### src/sv/kcgf_pkg.sv
// Shared constants, types and state codes for the keypoint gradient fill block.
package kcgf_pkg;

  localparam int unsigned POS_W        = 6;
  localparam int unsigned CHAN_W       = 8;
  localparam int unsigned WEIGHT_W     = 10;  // weight of one is 1 << WEIGHT_W
  localparam int unsigned M_W          = WEIGHT_W + 1;
  localparam int unsigned DVD_W        = POS_W + WEIGHT_W;
  localparam int unsigned DIV_CNT_W    = $clog2(DVD_W);
  localparam int unsigned STRIP_LENGTH = 64;

  typedef enum logic [2:0] {
    ST_IDLE,
    ST_DSTART,
    ST_DWAIT,
    ST_MUL,
    ST_OUT
  } state_e;

  typedef enum logic [1:0] {
    CH_R,
    CH_G,
    CH_B
  } chan_e;

  typedef struct packed {
    logic              start;
    logic [DVD_W-1:0]  dividend;
    logic [POS_W-1:0]  divisor;
  } div_req_t;

  typedef struct packed {
    logic            done;
    logic [M_W-1:0]  quot;
  } div_rsp_t;

endpackage

### src/sv/kcgf_if.sv
// Valid/ready channel interfaces for keypoint words and pixel words.
interface kcgf_key_if;
  logic                          valid;
  logic                          ready;
  logic                          req_type;
  logic [kcgf_pkg::POS_W-1:0]    key_pos;
  logic [kcgf_pkg::CHAN_W-1:0]   key_r;
  logic [kcgf_pkg::CHAN_W-1:0]   key_g;
  logic [kcgf_pkg::CHAN_W-1:0]   key_b;

  modport source (output valid, req_type, key_pos, key_r, key_g, key_b, input ready);
  modport sink   (input valid, req_type, key_pos, key_r, key_g, key_b, output ready);
endinterface

interface kcgf_pix_if;
  logic                          valid;
  logic                          ready;
  logic [kcgf_pkg::POS_W-1:0]    pixel_index;
  logic [kcgf_pkg::CHAN_W-1:0]   pixel_r;
  logic [kcgf_pkg::CHAN_W-1:0]   pixel_g;
  logic [kcgf_pkg::CHAN_W-1:0]   pixel_b;
  logic                          last_of_run;

  modport source (output valid, pixel_index, pixel_r, pixel_g, pixel_b, last_of_run,
                  input ready);
  modport sink   (input valid, pixel_index, pixel_r, pixel_g, pixel_b, last_of_run,
                  output ready);
endinterface

### src/sv/kcgf_div.sv
// Iterative restoring divider: one quotient bit per cycle for the blend weight.
module kcgf_div (
  input  logic                clk_i,
  input  logic                rst_ni,
  input  kcgf_pkg::div_req_t  req_i,
  output kcgf_pkg::div_rsp_t  rsp_o
);

  logic [kcgf_pkg::DVD_W-1:0]     dvd_q, dvd_d;
  logic [kcgf_pkg::POS_W-1:0]     dsr_q, dsr_d;
  logic [kcgf_pkg::POS_W-1:0]     rem_q, rem_d;
  logic [kcgf_pkg::DIV_CNT_W-1:0] cnt_q, cnt_d;
  logic                           busy_q, busy_d;
  logic                           done_q, done_d;
  logic [kcgf_pkg::POS_W:0]       trial;
  logic                           qbit;

  assign trial = {rem_q, dvd_q[kcgf_pkg::DVD_W-1]};
  assign qbit  = (trial >= {1'b0, dsr_q});

  always_comb begin
    dvd_d  = dvd_q;
    dsr_d  = dsr_q;
    rem_d  = rem_q;
    cnt_d  = cnt_q;
    busy_d = busy_q;
    done_d = 1'b0;
    if (req_i.start) begin
      dvd_d  = req_i.dividend;
      dsr_d  = req_i.divisor;
      rem_d  = '0;
      cnt_d  = '0;
      busy_d = 1'b1;
    end else if (busy_q) begin
      // shift in the next dividend bit, subtract when it fits
      rem_d = qbit ? kcgf_pkg::POS_W'(trial - {1'b0, dsr_q})
                   : trial[kcgf_pkg::POS_W-1:0];
      dvd_d = {dvd_q[kcgf_pkg::DVD_W-2:0], qbit};
      cnt_d = cnt_q + 1'b1;
      if (cnt_q == kcgf_pkg::DIV_CNT_W'(kcgf_pkg::DVD_W - 1)) begin
        busy_d = 1'b0;
        done_d = 1'b1;
      end
    end
  end

  always_ff @(posedge clk_i or negedge rst_ni) begin
    if (!rst_ni) begin
      busy_q <= 1'b0;
      done_q <= 1'b0;
      cnt_q  <= '0;
    end else begin
      busy_q <= busy_d;
      done_q <= done_d;
      cnt_q  <= cnt_d;
    end
  end

  always_ff @(posedge clk_i) begin
    dvd_q <= dvd_d;
    dsr_q <= dsr_d;
    rem_q <= rem_d;
  end

  // weight never exceeds one, so the upper quotient bits are zero
  assign rsp_o.done = done_q;
  assign rsp_o.quot = dvd_q[kcgf_pkg::M_W-1:0];

endmodule

### src/sv/keypoint_color_gradient_fill.sv
// Keypoint gradient fill: turns color keypoints into interpolated strip pixels.
// Start keypoint: its pixel is offered in the cycle after the keypoint is taken.
// Continuing keypoint: each pixel takes a divider launch, the divider steps (one per
// dividend bit), the divider's done strobe, a shared multiply per channel (R, G, B) and
// an output state that holds while stalled. Up to 63 pixels per keypoint.
// Reset (async, active low) clears the previous keypoint to position 0, black.
module keypoint_color_gradient_fill (
  input  logic          clk_i,
  input  logic          rst_ni,
  kcgf_key_if.sink      key_i,
  kcgf_pix_if.source    pix_o
);

  localparam logic [kcgf_pkg::POS_W-1:0] StripLast =
    kcgf_pkg::POS_W'(kcgf_pkg::STRIP_LENGTH - 1);
  localparam int unsigned PROD_W = kcgf_pkg::M_W + kcgf_pkg::CHAN_W + 2;

  kcgf_pkg::state_e state_q, state_d;

  logic [kcgf_pkg::POS_W-1:0]  prev_pos_q;
  logic [kcgf_pkg::CHAN_W-1:0] prev_r_q, prev_g_q, prev_b_q;
  logic [kcgf_pkg::CHAN_W-1:0] key_r_q, key_g_q, key_b_q;
  logic [kcgf_pkg::POS_W-1:0]  key_pos_q;
  logic [kcgf_pkg::POS_W-1:0]  k_q, end_q, span_q;
  logic [kcgf_pkg::M_W-1:0]    m_q;
  kcgf_pkg::chan_e             ch_q;
  logic [kcgf_pkg::POS_W-1:0]  pix_idx_q;
  logic [kcgf_pkg::CHAN_W-1:0] pix_r_q, pix_g_q, pix_b_q;
  logic                        last_q;

  logic                        in_acc, out_acc;
  logic [kcgf_pkg::POS_W-1:0]  end_c;
  logic [kcgf_pkg::POS_W:0]    first_k;
  logic                        start_emit, run_emit;

  kcgf_pkg::div_req_t          div_req;
  kcgf_pkg::div_rsp_t          div_rsp;

  logic [kcgf_pkg::CHAN_W-1:0] op_a, op_b;
  logic signed [kcgf_pkg::CHAN_W:0] diff;
  logic signed [PROD_W-1:0]    prod, blend_sum;
  logic [kcgf_pkg::CHAN_W-1:0] blend;

  assign in_acc  = key_i.valid && key_i.ready;
  assign out_acc = pix_o.valid && pix_o.ready;

  // clip the run at the strip end; the weights still use the full span
  assign end_c      = (key_i.key_pos > StripLast) ? StripLast : key_i.key_pos;
  assign first_k    = {1'b0, prev_pos_q} + 1'b1;
  assign start_emit = !key_i.req_type && (key_i.key_pos <= StripLast);
  assign run_emit   = key_i.req_type && (key_i.key_pos > prev_pos_q) &&
                      (first_k <= {1'b0, end_c});

  assign div_req.start    = (state_q == kcgf_pkg::ST_DSTART);
  assign div_req.dividend = {kcgf_pkg::POS_W'(k_q - prev_pos_q),
                             kcgf_pkg::WEIGHT_W'(0)};
  assign div_req.divisor  = span_q;

  kcgf_div u_div (
    .clk_i  (clk_i),
    .rst_ni (rst_ni),
    .req_i  (div_req),
    .rsp_o  (div_rsp)
  );

  // shared blend unit: prev + floor(m * (new - prev) / 1024)
  always_comb begin
    case (ch_q)
      kcgf_pkg::CH_R: begin
        op_a = prev_r_q;
        op_b = key_r_q;
      end
      kcgf_pkg::CH_G: begin
        op_a = prev_g_q;
        op_b = key_g_q;
      end
      default: begin
        op_a = prev_b_q;
        op_b = key_b_q;
      end
    endcase
  end

  assign diff      = $signed({1'b0, op_b}) - $signed({1'b0, op_a});
  assign prod      = $signed({{(PROD_W - kcgf_pkg::M_W){1'b0}}, m_q}) *
                     $signed({{(PROD_W - kcgf_pkg::CHAN_W - 1){diff[kcgf_pkg::CHAN_W]}}, diff});
  assign blend_sum = (prod >>> kcgf_pkg::WEIGHT_W) +
                     $signed({{(PROD_W - kcgf_pkg::CHAN_W){1'b0}}, op_a});
  assign blend     = blend_sum[kcgf_pkg::CHAN_W-1:0];

  always_comb begin
    state_d = state_q;
    unique case (state_q)
      kcgf_pkg::ST_IDLE: begin
        if (in_acc) begin
          if (start_emit) begin
            state_d = kcgf_pkg::ST_OUT;
          end else if (run_emit) begin
            state_d = kcgf_pkg::ST_DSTART;
          end
        end
      end
      kcgf_pkg::ST_DSTART: state_d = kcgf_pkg::ST_DWAIT;
      kcgf_pkg::ST_DWAIT: begin
        if (div_rsp.done) begin
          state_d = kcgf_pkg::ST_MUL;
        end
      end
      kcgf_pkg::ST_MUL: begin
        if (ch_q == kcgf_pkg::CH_B) begin
          state_d = kcgf_pkg::ST_OUT;
        end
      end
      kcgf_pkg::ST_OUT: begin
        if (out_acc) begin
          state_d = last_q ? kcgf_pkg::ST_IDLE : kcgf_pkg::ST_DSTART;
        end
      end
      default: state_d = kcgf_pkg::ST_IDLE;
    endcase
  end

  always_ff @(posedge clk_i or negedge rst_ni) begin
    if (!rst_ni) begin
      state_q <= kcgf_pkg::ST_IDLE;
    end else begin
      state_q <= state_d;
    end
  end

  // previous keypoint: advance at once unless a run still needs it
  always_ff @(posedge clk_i or negedge rst_ni) begin
    if (!rst_ni) begin
      prev_pos_q <= '0;
      prev_r_q   <= '0;
      prev_g_q   <= '0;
      prev_b_q   <= '0;
    end else if (in_acc && !run_emit) begin
      prev_pos_q <= key_i.key_pos;
      prev_r_q   <= key_i.key_r;
      prev_g_q   <= key_i.key_g;
      prev_b_q   <= key_i.key_b;
    end else if (out_acc && last_q) begin
      prev_pos_q <= key_pos_q;
      prev_r_q   <= key_r_q;
      prev_g_q   <= key_g_q;
      prev_b_q   <= key_b_q;
    end
  end

  always_ff @(posedge clk_i) begin
    if (in_acc) begin
      key_pos_q <= key_i.key_pos;
      key_r_q   <= key_i.key_r;
      key_g_q   <= key_i.key_g;
      key_b_q   <= key_i.key_b;
      span_q    <= key_i.key_pos - prev_pos_q;
      k_q       <= first_k[kcgf_pkg::POS_W-1:0];
      end_q     <= end_c;
      if (start_emit) begin
        pix_idx_q <= key_i.key_pos;
        pix_r_q   <= key_i.key_r;
        pix_g_q   <= key_i.key_g;
        pix_b_q   <= key_i.key_b;
        last_q    <= 1'b1;
      end
    end
    if (state_q == kcgf_pkg::ST_DWAIT && div_rsp.done) begin
      m_q  <= div_rsp.quot;
      ch_q <= kcgf_pkg::CH_R;
    end
    if (state_q == kcgf_pkg::ST_MUL) begin
      case (ch_q)
        kcgf_pkg::CH_R: begin
          pix_r_q <= blend;
          ch_q    <= kcgf_pkg::CH_G;
        end
        kcgf_pkg::CH_G: begin
          pix_g_q <= blend;
          ch_q    <= kcgf_pkg::CH_B;
        end
        default: begin
          pix_b_q   <= blend;
          pix_idx_q <= k_q;
          last_q    <= (k_q == end_q);
        end
      endcase
    end
    if (state_q == kcgf_pkg::ST_OUT && out_acc && !last_q) begin
      k_q <= k_q + 1'b1;
    end
  end

  assign key_i.ready       = (state_q == kcgf_pkg::ST_IDLE);
  assign pix_o.valid       = (state_q == kcgf_pkg::ST_OUT);
  assign pix_o.pixel_index = pix_idx_q;
  assign pix_o.pixel_r     = pix_r_q;
  assign pix_o.pixel_g     = pix_g_q;
  assign pix_o.pixel_b     = pix_b_q;
  assign pix_o.last_of_run = last_q;

endmodule

### src/flat_wrapper.sv
// flat-port wrapper written by rule: the top's interface ports become plain ports
module keypoint_color_gradient_fill_flat 
  (clk_i, rst_ni, key_i_valid, key_i_req_type, key_i_key_pos, key_i_key_r, key_i_key_g, key_i_key_b, key_i_ready, pix_o_valid, pix_o_pixel_index, pix_o_pixel_r, pix_o_pixel_g, pix_o_pixel_b, pix_o_last_of_run, pix_o_ready);
  kcgf_key_if key_i_i ();
  kcgf_pix_if pix_o_i ();
  input  logic clk_i;
  input  logic rst_ni;
  input wire logic [$bits(key_i_i.valid)-1:0] key_i_valid;
  input wire logic [$bits(key_i_i.req_type)-1:0] key_i_req_type;
  input wire logic [$bits(key_i_i.key_pos)-1:0] key_i_key_pos;
  input wire logic [$bits(key_i_i.key_r)-1:0] key_i_key_r;
  input wire logic [$bits(key_i_i.key_g)-1:0] key_i_key_g;
  input wire logic [$bits(key_i_i.key_b)-1:0] key_i_key_b;
  output wire logic [$bits(key_i_i.ready)-1:0] key_i_ready;
  output wire logic [$bits(pix_o_i.valid)-1:0] pix_o_valid;
  output wire logic [$bits(pix_o_i.pixel_index)-1:0] pix_o_pixel_index;
  output wire logic [$bits(pix_o_i.pixel_r)-1:0] pix_o_pixel_r;
  output wire logic [$bits(pix_o_i.pixel_g)-1:0] pix_o_pixel_g;
  output wire logic [$bits(pix_o_i.pixel_b)-1:0] pix_o_pixel_b;
  output wire logic [$bits(pix_o_i.last_of_run)-1:0] pix_o_last_of_run;
  input wire logic [$bits(pix_o_i.ready)-1:0] pix_o_ready;
  assign key_i_i.valid = key_i_valid;
  assign key_i_i.req_type = key_i_req_type;
  assign key_i_i.key_pos = key_i_key_pos;
  assign key_i_i.key_r = key_i_key_r;
  assign key_i_i.key_g = key_i_key_g;
  assign key_i_i.key_b = key_i_key_b;
  assign key_i_ready = key_i_i.ready;
  assign pix_o_valid = pix_o_i.valid;
  assign pix_o_pixel_index = pix_o_i.pixel_index;
  assign pix_o_pixel_r = pix_o_i.pixel_r;
  assign pix_o_pixel_g = pix_o_i.pixel_g;
  assign pix_o_pixel_b = pix_o_i.pixel_b;
  assign pix_o_last_of_run = pix_o_i.last_of_run;
  assign pix_o_i.ready = pix_o_ready;
  keypoint_color_gradient_fill u_core (.clk_i(clk_i), .rst_ni(rst_ni), .key_i(key_i_i), .pix_o(pix_o_i));
endmodule
### config.mk
export PLATFORM = sky130hd
export DESIGN_NAME = keypoint_color_gradient_fill_flat
export DESIGN_NICKNAME = d
export VERILOG_FILES = /design/src/sv/kcgf_pkg.sv /design/src/sv/kcgf_if.sv /design/src/sv/kcgf_div.sv /design/src/sv/keypoint_color_gradient_fill.sv /design/src/flat_wrapper.sv
export SDC_FILE = /design/constraint.sdc
export NUM_CORES = 1
export LEC_CHECK = 0
export ABC_CLOCK_PERIOD_IN_PS = 8800
export BUFFER_PORTS_ARGS = -buffer_cell sky130_fd_sc_hd__clkbuf_2
export CORE_UTILIZATION = 56
export CTS_CLUSTER_SIZE = 20
export DETAILED_ROUTE_END_ITERATION = 12
export GPL_TIMING_DRIVEN = 0
export PLACE_DENSITY = 0.87
export SYNTH_ARGS = -nofsm -noshare
export SYNTH_HDL_FRONTEND = slang
export SYNTH_SLANG_ARGS = --single-unit
### constraint.sdc
create_clock -name clk_i -period 8.8 [get_ports clk_i]
set_input_delay 0 -clock clk_i [delete_from_list [all_inputs] [get_ports clk_i]]
set_output_delay 0 -clock clk_i [all_outputs]
set_load 0.05 [all_outputs]
Word level (Yosys, flattened, before mapping)
Index checks and enable logic that the tools add are counted.
W data, S select, Z words.
- register bits: 159
- bits in latches: 0
- RAM bits: 0
- memory bits (read-only): 0
- output and inout port bits: 33
- memories: 0
- $add $sub $neg: 8
- multipliers: 1
- divide/modulo/power cells: 0
- $lt $le $gt $ge: 5
- eq/ne operators: 13
- shifts and indexed selects: 0
- multiplexer cells: 55
- bitwise gates (word level): 0
- reduce and logical (&&, ||, !) cells: 20
- operators with widths (kind ; count):
    $mux W8 ; 18
    $mux W6 ; 10
    $mux W16 ; 2
    $pmux W8 S2 ; 2
    $mul A12 B9 Y18 ; 1
    $mux W3 ; 6
    $sub A6 B6 Y6 ; 3
    $pmux W3 S5 ; 1
    $mux W1 ; 11
    $logic_and A1 B1 Y1 ; 10
    $sub A8 B8 Y9 ; 1
    $add A8 B8 Y8 ; 1
    $mux W4 ; 2
    $add A6 B1 Y7 const B ; 1
    $ge A7 B6 Y1 ; 1
    $le A7 B6 Y1 ; 1
    $add A6 B1 Y6 const B ; 1
    $eq A3 B2 Y1 const B ; 2
    $eq A6 B6 Y1 ; 1
    $gt A6 B6 Y1 ; 1
    $gt A6 B6 Y1 const B ; 1
    $le A6 B6 Y1 const B ; 1
    $ne A2 B2 Y1 const B ; 3
    $reduce_bool A2 Y1 ; 3
    other kinds (15) ; 18

Depth between registers and ports, before layout
Gate-level depths: netlist (run 1).
- depth after elaboration: 8
- mapped depth: 41
- mapped depth without buffers: 39

Cells and area by module
From an unflattened synthesis (run 1), not the netlist that was laid out.
- cells, all modules: 1077
- area, all modules: 11250.8 um2
- by module, submodules not included (module ; instances ; cells each ; area each (um2) ; seq. area each (um2)):
    keypoint_color_gradient_fill ; 1 ; 928 ; 9465.3 ; 3258.1
    kcgf_div ; 1 ; 149 ; 1785.5 ; 930.9

Least setup slack after synthesis (run 1)
Ideal clock, no wire load.
- path kind: reg-to-reg
- from: register u_core.ch_q[1]
- to: register u_core.pix_g_q, in the netlist u_core.pix_o.pixel_g[7]
- library setup time: 0.132 ns
- arrival time: 8.478 ns
- required time: 8.668 ns
- setup slack: 0.190 ns
- cell stages (with the launch flop): 40
- buffers on the path: 3
- period minus slack after synthesis: 8.610 ns
- cell sequence: dfxtp_1 -> clkbuf_1 -> clkbuf_1 -> clkbuf_1 -> o21ai_0 -> ha_1 -> nor2b_1 -> o21ai_0 -> nand2b_1 -> a21o_1 -> a22oi_1 -> nand2b_1 -> a21oi_1 -> xnor2_1 -> nand2_1 -> fa_1 -> fa_1 -> inv_1 -> [4 not listed] -> inv_1 -> ha_1 -> nand2_1 -> or4_4 -> nand3b_1 -> a21oi_1 -> nor2b_1 -> nor2_1 -> xnor2_1 -> ha_1 -> a21o_1 -> a21oi_1 -> nor2_1 -> a21oi_1 -> o21ai_0 -> a31oi_1 -> xnor2_1 -> a21oi_1
- cells in the longest elaborated chain, start to end: 7
- elaborated cells on any way between the ends: 9
- classes of those cells: add/sub: 2; mul: 1; eq/ne: 1; mux: 4; reduce/logical: 1
- RTL lines (element ; line ; source):
    start, declared ; keypoint_color_gradient_fill.sv:26 ; kcgf_pkg::chan_e ch_q;
    start signal, assigned ; keypoint_color_gradient_fill.sv:170 ; ch_q <= kcgf_pkg::CH_R;
    start signal, assigned ; keypoint_color_gradient_fill.sv:176 ; ch_q <= kcgf_pkg::CH_G;
    start signal, assigned ; keypoint_color_gradient_fill.sv:180 ; ch_q <= kcgf_pkg::CH_B;
    $eq A2 B1 Y1 or $logic_not A2 Y1 (tied branches) ; keypoint_color_gradient_fill.sv:68, keypoint_color_gradient_fill.sv:173 ;
    $pmux W8 S2 ; keypoint_color_gradient_fill.sv:68 ; case (ch_q)
    $sub A8 B8 Y9 ; keypoint_color_gradient_fill.sv:84 ; assign diff = $signed({1'b0, op_b}) - $signed({1'b0, op_a});
    $mul A12 B9 Y18 ; keypoint_color_gradient_fill.sv:85 ; assign prod = $signed({{(PROD_W - kcgf_pkg::M_W){1'b0}}, m_q}) *
    $add A8 B8 Y8 ; keypoint_color_gradient_fill.sv:87 ; assign blend_sum = (prod >>> kcgf_pkg::WEIGHT_W) +
    $mux W8 (*) ; keypoint_color_gradient_fill.sv:173 ; case (ch_q)
    $mux W8 (*) ; keypoint_color_gradient_fill.sv:172 ; if (state_q == kcgf_pkg::ST_MUL) begin
    end signal, assigned ; keypoint_color_gradient_fill.sv:163 ; pix_g_q <= key_i.key_g;
    end signal, assigned ; keypoint_color_gradient_fill.sv:179 ; pix_g_q <= blend;
    end, declared ; keypoint_color_gradient_fill.sv:28 ; logic [kcgf_pkg::CHAN_W-1:0] pix_r_q, pix_g_q, pix_b_q;
Every way passes the cells marked *; elsewhere a longest branch is shown, timed or not.
A chain may end at the register's enable or synchronous reset.

Worst setup path in the final report (run 1)
- from: register u_core.ch_q[0]
- to: register u_core.pix_g_q, in the netlist u_core.pix_o.pixel_g[7]
Same word-level chain as after synthesis.

==> results list, run 1 <==
- The flow ran to the end, and the final reports show no timing, DRC or antenna violations.
- Share of synthesized registers carrying an async set or reset: 0.245
- The synthesized design contains 71 enable-type register cells.
- Library cells used by synthesis: 60
* Register clock-pin slew on the reported worst setup and hold paths: 70 ps
- For this run, design rule violations remaining after detail routing come to 0.
* Starting density of the core: 0.578
- Drt wl/cell: 20.3 microns
- In the layout the commonest cells are sky130_fd_sc_hd__inv_1, sky130_fd_sc_hd__nand2_1, sky130_fd_sc_hd__ha_1, sky130_fd_sc_hd__nor2_1, sky130_fd_sc_hd__edfxtp_1.
- Once routing completed, OpenROAD measured the worst setup slack at 124 ps.
- Broken down by cell family, the worst path's largest delay share belongs to adder cells.
- The library cell used most frequently in the layout, excluding fill and tap cells, is sky130_fd_sc_hd__inv_1.
* Post-synthesis instance area: 11000 sq um
* Startpoint type of the worst setup path: flop
- After technology mapping, the gate count stands at 1072.
- The synthesized design contains 159 register bits.
- Largest incremental delay on the critical path: 540 ps
- GRT Resource Usage Total: 0.293
- Mean area per synthesized cell: 10.2 sq um
* Primary flip-flop cell chosen by synthesis mapping: sky130_fd_sc_hd__edfxtp_1
- The slowest stage of the critical path belongs to the cell sky130_fd_sc_hd__fa_1.
- Final-stage net count: 1393
- The H-tree was split into 4 levels.
- The die covers 20100 sq um.
- At the worst endpoint, the required time is 9100 ps.
- CP bufs+invs: 7
- Static timing analysis puts the maximum clock frequency at 115 MHz.
- The detail route stage leaves a number of antenna-violating nets equal to 0.
* CTS Buf Count: 17
* Final GP Congestion: 0.889
* Cell area after layout: 12900 sq um
- For the worst-skew pair, the clock arrives at the later sink with an insertion delay of 440 ps.
- Worst Max-Slew Pin Slew: 1090 ps
* Row count: 50
- Post-detailed-route via-to-cell ratio: 6.18
- Maximum capacitance violations: 0
- I/O Pins: 68
* Via count: 9158
- Max-slew headroom: 0.276
* Vias in the first global route: 9039
- STA puts the critical path data arrival time at 8970 ps.
* Root Driver: sky130_fd_sc_hd__clkbuf_16
- Measured on the finished design, the core utilization comes to 0.682.
- For this run, the register share of the synthesized area comes to 0.373.
- The max-slew violation total from the final report came to 0.
- The floorplan step set the die width to 142 microns.
* TNS Setup: 0 ps
- Clock tree from TritonCTS: yes
- In this run the cell area measured after placement is 11600 sq um.
* Total number of yosys warnings: 0
- After the first detailed-routing iteration, the DRC count stood at 801.
* Clock sink total: 159
- Worst-case clock buffer depth: 2
- Largest net degree at the start of global routing: 40
* Placement-stage worst setup slack: -1320 ps
* GR Overflow Total: 0
* Quantity of I/O buffers inserted on ports: 67
- Share of the cycle needed by the critical path after routing: 0.986
- Final hold violations: 0
- The first TritonRoute pass finished after 5 iterations.
- Detailed placement finished with a half-perimeter wire length of 18900 microns.
- Kind of critical path: flop to flop
- Floorplan die height: 142 microns
* Post-Synthesis Net Count: 1255
* Maximum fanout along the worst path: 6
* Post-route minimum period: 8680 ps
* Layout Area Growth over Synthesis: 17.9%
- Count of endpoints failing setup in the final report: 0
- The first global-routing pass estimated 45700 microns of wire.
- After detailed routing, the total wire length is 30100 microns.
* Type of element capturing the critical path: flop
- Worst clock skew on the final layout: 21.7 ps
- Worst Hold Class: input port to flop
- Placeable core area: 19000 sq um
- Inserted Diodes: 0
- Antenna violations before repair: 0
- Most Frequent Cell on Critical Path: sky130_fd_sc_hd__fa_1
- Fraction of layout instances using a drive strength above 1: 0.149
metrics by stage:
| step | cells | hold WS [ps] |
|---|---|---|
| 6_report | 1483 | 43.4 |
| 5_1_grt | 1483 | 48.0 |
| 4_1_cts | 1465 | 22.3 |
| 3_5_place_dp | 1400 | 211 |
| 3_3_place_gp | 1399 | 207 |
| 2_1_floorplan | 1072 | -296 |
cells by family after synthesis:
kind of cell	count (synthesis)	synth area share
mux	61	0.0569
xor+xnor	62	0.0496
fa+ha+maj	149	0.217
flops	159	0.373
simple gates	309	0.140
compound gates	179	0.110
buf+inv	153	0.0540
sequential cells by signal (all words and copies together), names as in the netlist, 8 cells and up:
signal / cells
u_core.u_div.dvd_q: 16
u_core.m_q: 11
u_core.pix_o.pixel_r: 8
u_core.pix_o.pixel_b: 8
u_core.key_g_q: 8
u_core.prev_r_q: 8
u_core.key_r_q: 8
u_core.prev_g_q: 8
u_core.prev_b_q: 8
u_core.pix_o.pixel_g: 8
u_core.key_b_q: 8
layer usage:
metal	routed length (microns)	track usage
met3	2870	0.0486
met2	14700	0.498
met5	0	0
met4	1270	0.135
met1	11300	0.368
worst register-to-register path: cells and delay by family, from the launching register on:
family	cells	cell delay, ps
adders and majority gates	9	3680
AOI/OAI and AO/OA	10	1730
and+or+nand+nor	9	1510
buffers and inverters	7	550
xor gates and xnor gates	2	430
DFF	1	380
muxes	1	270
synthesized netlist by cell type, drive strengths merged (2+ instances only):
cell type  count  area, sq um
dfrtp         39          976
nand3         24          120
nand4          4         31.3
mux2          10          113
o21bai         3         22.5
buf            9         51.3
a311oi         2         17.5
a21oi         53          273
a22oi          2         15.0
nand2b        20          125
or2            4         25.0
o21ai         47          235
or3            2         12.5
a221o         32          320
xor2          24          210
a21o          13          105
a211oi        10         80.1
o211ai         3         22.5
xnor2         38          333
fa            68         1360
inv          100          375
mux2i         51          510
nand2         79          297
edfxtp        71         2130
ha            80         1000
a31oi          2         12.5
o31ai          2         15.0
and3          27          169
dfxtp         49          981
nand3b         2         15.0
o21a           2         15.0
nor2          74          278
nor3          10         50.1
clkbuf        44          165
and2          42          263
nor2b         14         87.6
final timing paths:
path / from / end / slack [ps] / depth (start not counted)
max: u_core.ch_q[0] / u_core.pix_o.pixel_g[7] / 120 / 38
min reg2reg: u_core.span_q[5] / u_core.u_div.dsr_q[5] / 420 / 0
max reg2reg: u_core.ch_q[0] / u_core.pix_o.pixel_g[7] / 120 / 38
max in group asynchronous: rst_ni / u_core.prev_b_q[3] / 7830 / 2
min: key_i_req_type / u_core.state_q[0] / 40 / 3
min in group asynchronous: rst_ni / u_core.prev_pos_q[1] / 300 / 2
layout make-up:
cell class	count	area [sq um]
multi-input combinational	761	6440
fill	1197	6040
sequential	159	4100
timing repair buffer	119	831
clock buffer	20	457
inverter	100	375
tap	260	325
buffer	52	299
clock inverter	12	97.6
repair_timing:
action / CTS / global route
pin swaps: 4 / 23
buffers inserted: 2 / 17
setup endpoints to repair: 21 / 15
endpoints found under the hold margin: 124 / 0
gates resized for setup: 37 / 32
hold buffers: 32 / 0
gates cloned: 0 / 1
Power of run 1 is not shown: default switching activity piles up to over one toggle a cycle in this logic, so the estimate is an artifact.
==> run 2, diff against run 1 <==
--- a/config.mk
+++ b/config.mk
@@ -12,6 +12,7 @@
 export DETAILED_ROUTE_END_ITERATION = 12
 export GPL_TIMING_DRIVEN = 0
 export PLACE_DENSITY = 0.87
+export REMOVE_ABC_BUFFERS = 1
 export SYNTH_ARGS = -nofsm -noshare
 export SYNTH_HDL_FRONTEND = slang
 export SYNTH_SLANG_ARGS = --single-unit
==> results list, run 2 (synthesized netlist as in run 1, its figures left out) <==
- Leaving out fill and tap cells, the most frequent cells in the layout are sky130_fd_sc_hd__inv_1, sky130_fd_sc_hd__nand2_1, sky130_fd_sc_hd__ha_1, sky130_fd_sc_hd__nor2_1, sky130_fd_sc_hd__edfxtp_1.
- Register-to-Register Path Depth: 30 (-21%)
- Inserted Diodes: 0 (unchanged)
- The met2 track utilization from global routing is 0.472 (-0.0262).
- The first-pass GRT wire length is 42700 microns (-6.6%).
- Final GP Congestion: 0.897 (+0.90%)
- The final setup violation count came to 0 (unchanged).
- The number of port buffers came to 67 (unchanged).
- Worst-case clock buffer depth: 2 (unchanged)
* Row count: 50 (unchanged)
* Antenna violations before repair: 0 (unchanged)
- The total DRC errors in the routed layout came to 0 (unchanged).
- The largest registers in the layout are u_core.u_div.dvd_q (16), u_core.m_q (11).
- Worst Hold Class: input port to flop
* Number of flip-flops in the largest register: 16 (unchanged)
- Worst Max-Slew Pin Slew: 1430 ps (+341 ps)
- Most Frequent Cell on Critical Path: sky130_fd_sc_hd__fa_1
- GRT Resource Usage Total: 0.273 (-0.0203)
* Fraction of layout instances using a drive strength above 1: 0.143 (-0.00535)
* Layout Area Growth over Synthesis: 16.3%
- Maximum capacitance violations: 0 (unchanged)
* DIE AREA: 20100 sq um (unchanged)
- Worst clock skew on the final layout: 8.99 ps (-12.7 ps)
- Type of element capturing the critical path: flop
- Max-slew violations: 0 (unchanged)
- The met1 track demand over resource in global routing is 0.333 (-0.0350).
- By startpoint and endpoint, the worst setup path is classified as flop to flop.
* TNS Setup: 0 ps (unchanged)
- The setup slack of the worst register-to-register path is 150 ps (+20 ps).
- Slowest cell on the critical path: sky130_fd_sc_hd__fa_1
- Post-route minimum period: 8650 ps (-23.0 ps)
* Largest incremental delay on the critical path: 560 ps (+20 ps)
- Via count: 8547 (-6.7%)
- Data required time at the worst endpoint: 9080 ps (-20 ps)
- Floorplan die height: 142 microns (unchanged)
- The routed length per instance came to 18.7 microns (-8.1%).
* Register name with the most flops: u_core.u_div.dvd_q
- Starting density of the core: 0.578 (unchanged)
- Final hold violations: 0 (unchanged)
- Leaving out fill and tap cells, the most frequent cell in the layout is sky130_fd_sc_hd__inv_1.
* Min-Delay Startpoint: key_i_req_type
- The post-route antenna net violation count is 0 (unchanged).
- The total number of clock tree sinks was 159 (unchanged).
- Latest clock arrival within the worst-skew pair: 440 ps (about the same)
- H-Tree Level Count: 4 (unchanged)
- The clock transition time at the flip-flop clock pins of the worst setup and hold paths was 70 ps (about the same).
* Maximum fanout along the worst path: 7 (+1)
- Post-detailed-routing wire length: 26700 microns (-11%)
- Largest net degree at the start of global routing: 61 (+53%)
- Worst hold endpoint: u_core.state_q[0]
* Placeable core area: 19000 sq um (unchanged)
- The number of clock buffers inserted by TritonCTS was 17 (unchanged).
* GR Overflow Total: 0 (unchanged)
- Share of the cycle needed by the critical path after routing: 0.983 (-0.00261)
- The layer flagged by global routing as most heavily used is met2.
- The number of global-route vias before repair was 8805 (-2.6%).
* Half-perimeter wire length after detailed placement: 16900 microns (-11%)
- The global routing usage on met3 came to 0.0526 (+0.00405).
- Maximum achievable frequency: 116 MHz (+0.27%)
- The endpoint identified for the worst register-to-register timing path is u_core.pix_o.pixel_g[6].
- Root Driver: sky130_fd_sc_hd__clkbuf_16
- TritonCTS built the clock tree.
- Startpoint type of the worst setup path: flop
* Result of the run: finished, final reports clean
* Final Core Density: 0.672 (-0.00911)
- The die span in x was 142 microns (unchanged).
- I/O Pins: 68 (unchanged)
* Worst hold slack: 60.3 ps (+16.9 ps)
- Post-detailed-route via-to-cell ratio: 5.97 (-3.3%)
- Number of cells on the worst hold path: 3 (unchanged)
- The final layout net count came to 1341 (-3.7%).
- Max-slew headroom: 0.0486 (-0.227)
- The worst register-to-register path begins at u_core.ch_q[0].
- First-iteration detailed-routing DRC count: 849 (+6.0%)
* Arrival time at the worst endpoint: 8940 ps (-30 ps)
* Pre-antenna DRT Iters: 6 (+1)
==> run 2: cell count changes in the layout (fill, tap and decap cells not counted), moves of 3 or more <==
cell | before | now
sky130_fd_sc_hd__clkbuf_1 | 37 | 0
sky130_fd_sc_hd__buf_4 | 20 | 15
sky130_fd_sc_hd__inv_6 | 6 | 3
sky130_fd_sc_hd__o21ai_1 | 5 | 8
==> run 2: routing by layer <==
metal	share of wire	vias up	routed length, microns
met5	0	-	0
met2	0.50	440	13400
li1	-	3853	-
met3	0.064	92	1710
met1	0.40	4162	10700
met4	0.033	0	894
==> run 2: through the flow <==
step,std cells,setup slack (ps),instance area [sq um]
finish,1431,147,12700
global route,1431,-127,12700
CTS,1418,32.1,12500
global placement,1346,-868,11400
detailed placement,1350,-1080,11500
floorplan,1019,335,10700
==> run 2: worst max-delay path by stage <==
stage / slack [ps] / cells after the start / from / endpoint
6_report: 150 / 30 / u_core.ch_q[0] / u_core.pix_o.pixel_g[6]
4_1_cts: 30 / 37 / u_core.ch_q[1] / u_core.pix_o.pixel_g[7]
3_5_place_dp: -1080 / 37 / u_core.ch_q[0] / u_core.pix_o.pixel_g[7]
3_3_place_gp: -870 / 36 / u_core.ch_q[0] / u_core.pix_o.pixel_g[7]
2_1_floorplan: 330 / 36 / u_core.ch_q[1] / u_core.pix_o.pixel_g[7]
5_1_grt: -130 / 33 / u_core.ch_q[0] / u_core.pix_o.pixel_g[6]
==> run 2: repair_timing <==
| item | CTS | global route |
|---|---|---|
| hold buffers | 32 | 0 |
| hold endpoints to repair | 128 | 0 |
| setup buffers | 4 | 13 |
| pin swaps | 2 | 11 |
| resized for setup | 10 | 28 |
| endpoints found under the setup margin | 21 | 15 |
==> run 2: cell type report <==
cell class / instances / area, sq um
multi-input cells: 760 / 6450
fillers: 1248 / 6210
flip-flops and latches: 159 / 4100
repair buffers: 120 / 881
clock buffers: 19 / 453
inverters: 100 / 375
well taps: 260 / 325
clock inverters: 13 / 169
==> run 2: worst max-delay path, delay by kind of cell (launching register included) <==
kind | cells | cell delay, ps
AO/OA/AOI/OAI | 8 | 1500
XOR/XNOR | 2 | 590
adder cells (fa/ha/maj) | 9 | 3790
buffers and inverters | 4 | 330
flip-flops | 1 | 460
multiplexers | 2 | 670
AND/OR/NAND/NOR | 5 | 1140
Power of run 2 is left out for the same reason.
==> run 3, diff against run 2 <==
--- a/config.mk
+++ b/config.mk
@@ -15,4 +15,5 @@
 export REMOVE_ABC_BUFFERS = 1
 export SYNTH_ARGS = -nofsm -noshare
 export SYNTH_HDL_FRONTEND = slang
+export SYNTH_HIERARCHICAL = 1
 export SYNTH_SLANG_ARGS = --single-unit
==> results list, run 3 <==
- The adder and majority gate portion of the synthesized area is 0.211 (-0.00553).
* Setup slack on the worst flop-to-flop path: 230 ps (+90 ps)
* Post-synthesis mux area share: 0.0645 (+0.00764)
* Result of the run: finished, final reports clean
- Register-to-Register Path Depth: 34 (+13%)
* Worst Hold Class: input port to flop
- Clock tree from TritonCTS: yes
- The max-slew violation total from the final report is 0 (unchanged).
* X dimension of the die: 144 microns (+1.3%)
* Vias in the first global route: 8787 (-0.20%)
- First-iteration detailed-routing DRC count: 767 (-9.7%)
* Post-synth EDFFs: 81 (+14%)
- The register area share after synthesis came to 0.372 (-0.000814).
- The die area is 20700 sq um (+2.6%).
- Count of endpoints failing setup in the final report: 0 (unchanged)
* Largest net degree at the start of global routing: 40 (-34%)
* Final hold violations: 0 (unchanged)
- Final worst-path setup slack: 233 ps (+86.3 ps)
- The stage delay of the slowest cell on the critical path was 550 ps (about the same).
- The largest clock skew in the final design was 12.0 ps (+2.99 ps).
* Detail Route Antenna Nets: 0 (unchanged)
* Simple-gate share of the synthesized area: 0.119 (-0.0210)
- The global-route usage over all layers came to 0.279 (+0.00599).
* Number of flip-flops in the largest register: 16 (unchanged)
* Slowest cell on the critical path: sky130_fd_sc_hd__fa_1
- The number of clock buffers inserted by TritonCTS is 17 (unchanged).
- Fraction of layout instances using a drive strength above 1: 0.183 (+0.0395)
- Kind of critical path: flop to flop
- Compared with the post-synthesis result, the final layout area differs by 16.7%.
- The clock tree buffer depth is 2 (unchanged).
* Synthesized-area fraction occupied by ao, oa, aoi and oai cells: 0.123 (+0.0138)
- Post-route minimum period: 8570 ps (-86.3 ps)
* Register clock-pin slew on the reported worst setup and hold paths: 60 ps (about the same)
* Number of cells on the worst hold path: 4 (+1)
* Worst hold endpoint: u_core/state_q[2]
- Share of the synthesized area in the top cell type: 0.216 (+0.0216)
* Yosys reg bits: 159 (unchanged)
* Floorplan die height: 144 microns (+1.3%)
* Post-synthesis instance area: 11300 sq um (+2.7%)
- I/O Pins: 68 (unchanged)
* Combinational family with the most area after synthesis: adder cells
* Root Driver: sky130_fd_sc_hd__clkbuf_16
* Max-slew headroom: 0.281 (+0.233)
- Most Frequent Cell on Critical Path: sky130_fd_sc_hd__fa_1
- The final critical-path share of the clock period is 0.974 (-0.00980).
- The worst slack after detailed placement was -1520 ps (-440 ps).
- Share of synthesized registers carrying an async set or reset: 0.245 (unchanged)
- Destination of the worst register-to-register timing path: u_core/pix_o.pixel_g[7]
- STA classifies the critical path endpoint as a flop.
* Maximum fanout along the worst path: 6 (-1)
- The required time at the worst-slack endpoint is 9140 ps (+60 ps).
* Most common library cell in the layout ignoring fill and taps: sky130_fd_sc_hd__inv_1
- The xor/xnor cell area share of the yosys netlist is 0.0494 (-0.000177).
* Global-route wire length before repair: 43800 microns (+2.7%)
- The total DRC errors in the routed layout was 0 (unchanged).
- The leftover overflow at the end of global routing is 0 (unchanged).
- Half-perimeter wire length after detailed placement: 18700 microns (+10%)
* Post-synth top area cell: sky130_fd_sc_hd__edfxtp_1
- The total number of clock tree sinks is 159 (unchanged).
- The number of H-tree branching levels came to 4 (unchanged).
- The average via count per standard cell is 5.94 (-0.51%).
- The final layout net count is 1357 (+1.2%).
- The worst hold path begins at pix_o_ready.
* Quantity of I/O buffers inserted on ports: 67 (unchanged)
- The clock latency on the worst-skew pair came to 430 ps (about the same).
- Drt wl/cell: 19.6 microns (+4.9%)
* Inserted Diodes: 0 (unchanged)
- The count of max-cap constraint violations came to 0 (unchanged).
- Cell area after layout: 13100 sq um (+3.0%)
- Total number of yosys warnings: 6 (+6)
- The initial standard-cell utilization of the core was 0.574 (-0.00377).
- The number of rows in the core area is 51 (+2.0%).
- Post-detailed-routing wire length: 28400 microns (+6.4%)
- The mean area per synthesized cell is 10.4 sq um (+2.2%).
* Final GP Congestion: 0.935 (+4.3%)
* Library cells used by synthesis: 62 (+3.3%)
- Placeable core area: 19600 sq um (+3.3%)
* Leading cell types by count after synthesis: sky130_fd_sc_hd__inv_1, sky130_fd_sc_hd__edfxtp_1, sky130_fd_sc_hd__ha_1, sky130_fd_sc_hd__nand2_1, sky130_fd_sc_hd__fa_1
* Filler cells: 1367 (+9.5%)
* Arrival time at the worst endpoint: 8900 ps (-40 ps)
- In the synthesized netlist the dominant register cell turns out to be sky130_fd_sc_hd__edfxtp_1.
- Placed standard-cell area: 11800 sq um (+2.8%)
* Via count: 8622 (+0.88%)
- u_core/u_div/dvd_q holds more flip-flops than any other register.
* Highest-count cells in the layout ignoring fill and taps: sky130_fd_sc_hd__inv_1, sky130_fd_sc_hd__edfxtp_1, sky130_fd_sc_hd__nand2_1, sky130_fd_sc_hd__ha_1, sky130_fd_sc_hd__clkbuf_2
* Startpoint type of the worst setup path: flop
- The worst register-to-register path begins at u_core/ch_q[0].
- The transition at the pin with the smallest max-transition slack came to 1080 ps (-349 ps).
- The upper clock frequency limit is 117 MHz (+1.0%).
- The largest registers in the layout are u_core/u_div/dvd_q (16), u_core/m_q (11).
- sky130_fd_sc_hd__inv_1 is the most common cell in the netlist.
* Antenna violations before repair: 0 (unchanged)
- Number of standard cells after synthesis: 1077 (+0.47%)
- Pre-antenna DRT Iters: 5 (-1)
- The cell count after placement is 1363 (+0.96%).
- The number of non-filler instances in the completed layout was 1451 (+1.4%).
- By area the synthesized netlist is led by sky130_fd_sc_hd__edfxtp_1, sky130_fd_sc_hd__fa_1, sky130_fd_sc_hd__ha_1.
- The most critical setup path has its startpoint at u_core/ch_q[0].
[run 3: worst max path at each step]
stage                                   end  slack [ps]  cells after the start
floorplan           u_core/pix_o.pixel_r[7]        -190                     35
global placement    u_core/pix_o.pixel_r[7]       -1340                     34
detailed placement  u_core/pix_o.pixel_r[7]       -1520                     34
CTS                 u_core/pix_o.pixel_b[6]           7                     35
global route        u_core/pix_o.pixel_g[7]         -80                     33
finish              u_core/pix_o.pixel_g[7]         230                     34
[run 3: area by class of cell]
type                       instances  area, sq um  area share
inverter                         100          375      0.0286
sequential                       159         4200       0.320
clock inverter                    15          133      0.0101
timing repair buffer             130          976      0.0743
tap                              265          332      0.0253
clock buffer                      17          425      0.0324
multi-input combinational        765         6690       0.510
[run 3: cells by family after synthesis]
| family | count (synthesis) |
|---|---|
| mux | 69 |
| other cells | 1 |
| xor+xnor | 61 |
| fa+ha+maj | 149 |
| simple gates | 271 |
| compound gates | 204 |
| buf+inv | 163 |
| flops | 159 |
[run 3: repair_timing]
| item | CTS | global route |
|---|---|---|
| pin swaps | 10 | 14 |
| endpoints found under the hold margin | 128 | 0 |
| setup buffers | 14 | 9 |
| cloned | 0 | 1 |
| endpoints found under the setup margin | 24 | 15 |
| resized for setup | 21 | 30 |
| hold buffers | 31 | 0 |
[run 3: per-layer routing]
metal  global-route usage  wire [microns]
met5                    0               0
met4                0.118            1030
met3               0.0470            1890
met2                0.498           14500
met1                0.331           11000
[run 3: metrics by stage]
stage | hold slack, ps | TNS [ps] | util
after floorplan | -296 | -533 | -
after global placement | 211 | -17650 | 0.595
after detailed placement | 214 | -22040 | 0.604
after CTS | 59.1 | 0 | 0.659
after global routing | 140 | -425 | 0.670
final | 72.6 | 0 | 0.670
[run 3: critical path: cells and delay by family, from the launching register on]
family          cells  cell delay, ps
compound gates     13            2660
fa+ha+maj           8            3390
flops               1             420
mux                 1             200
xor+xnor            2             490
buf+inv             4             360
simple gates        6             900
Power of run 3 is left out for the same reason.
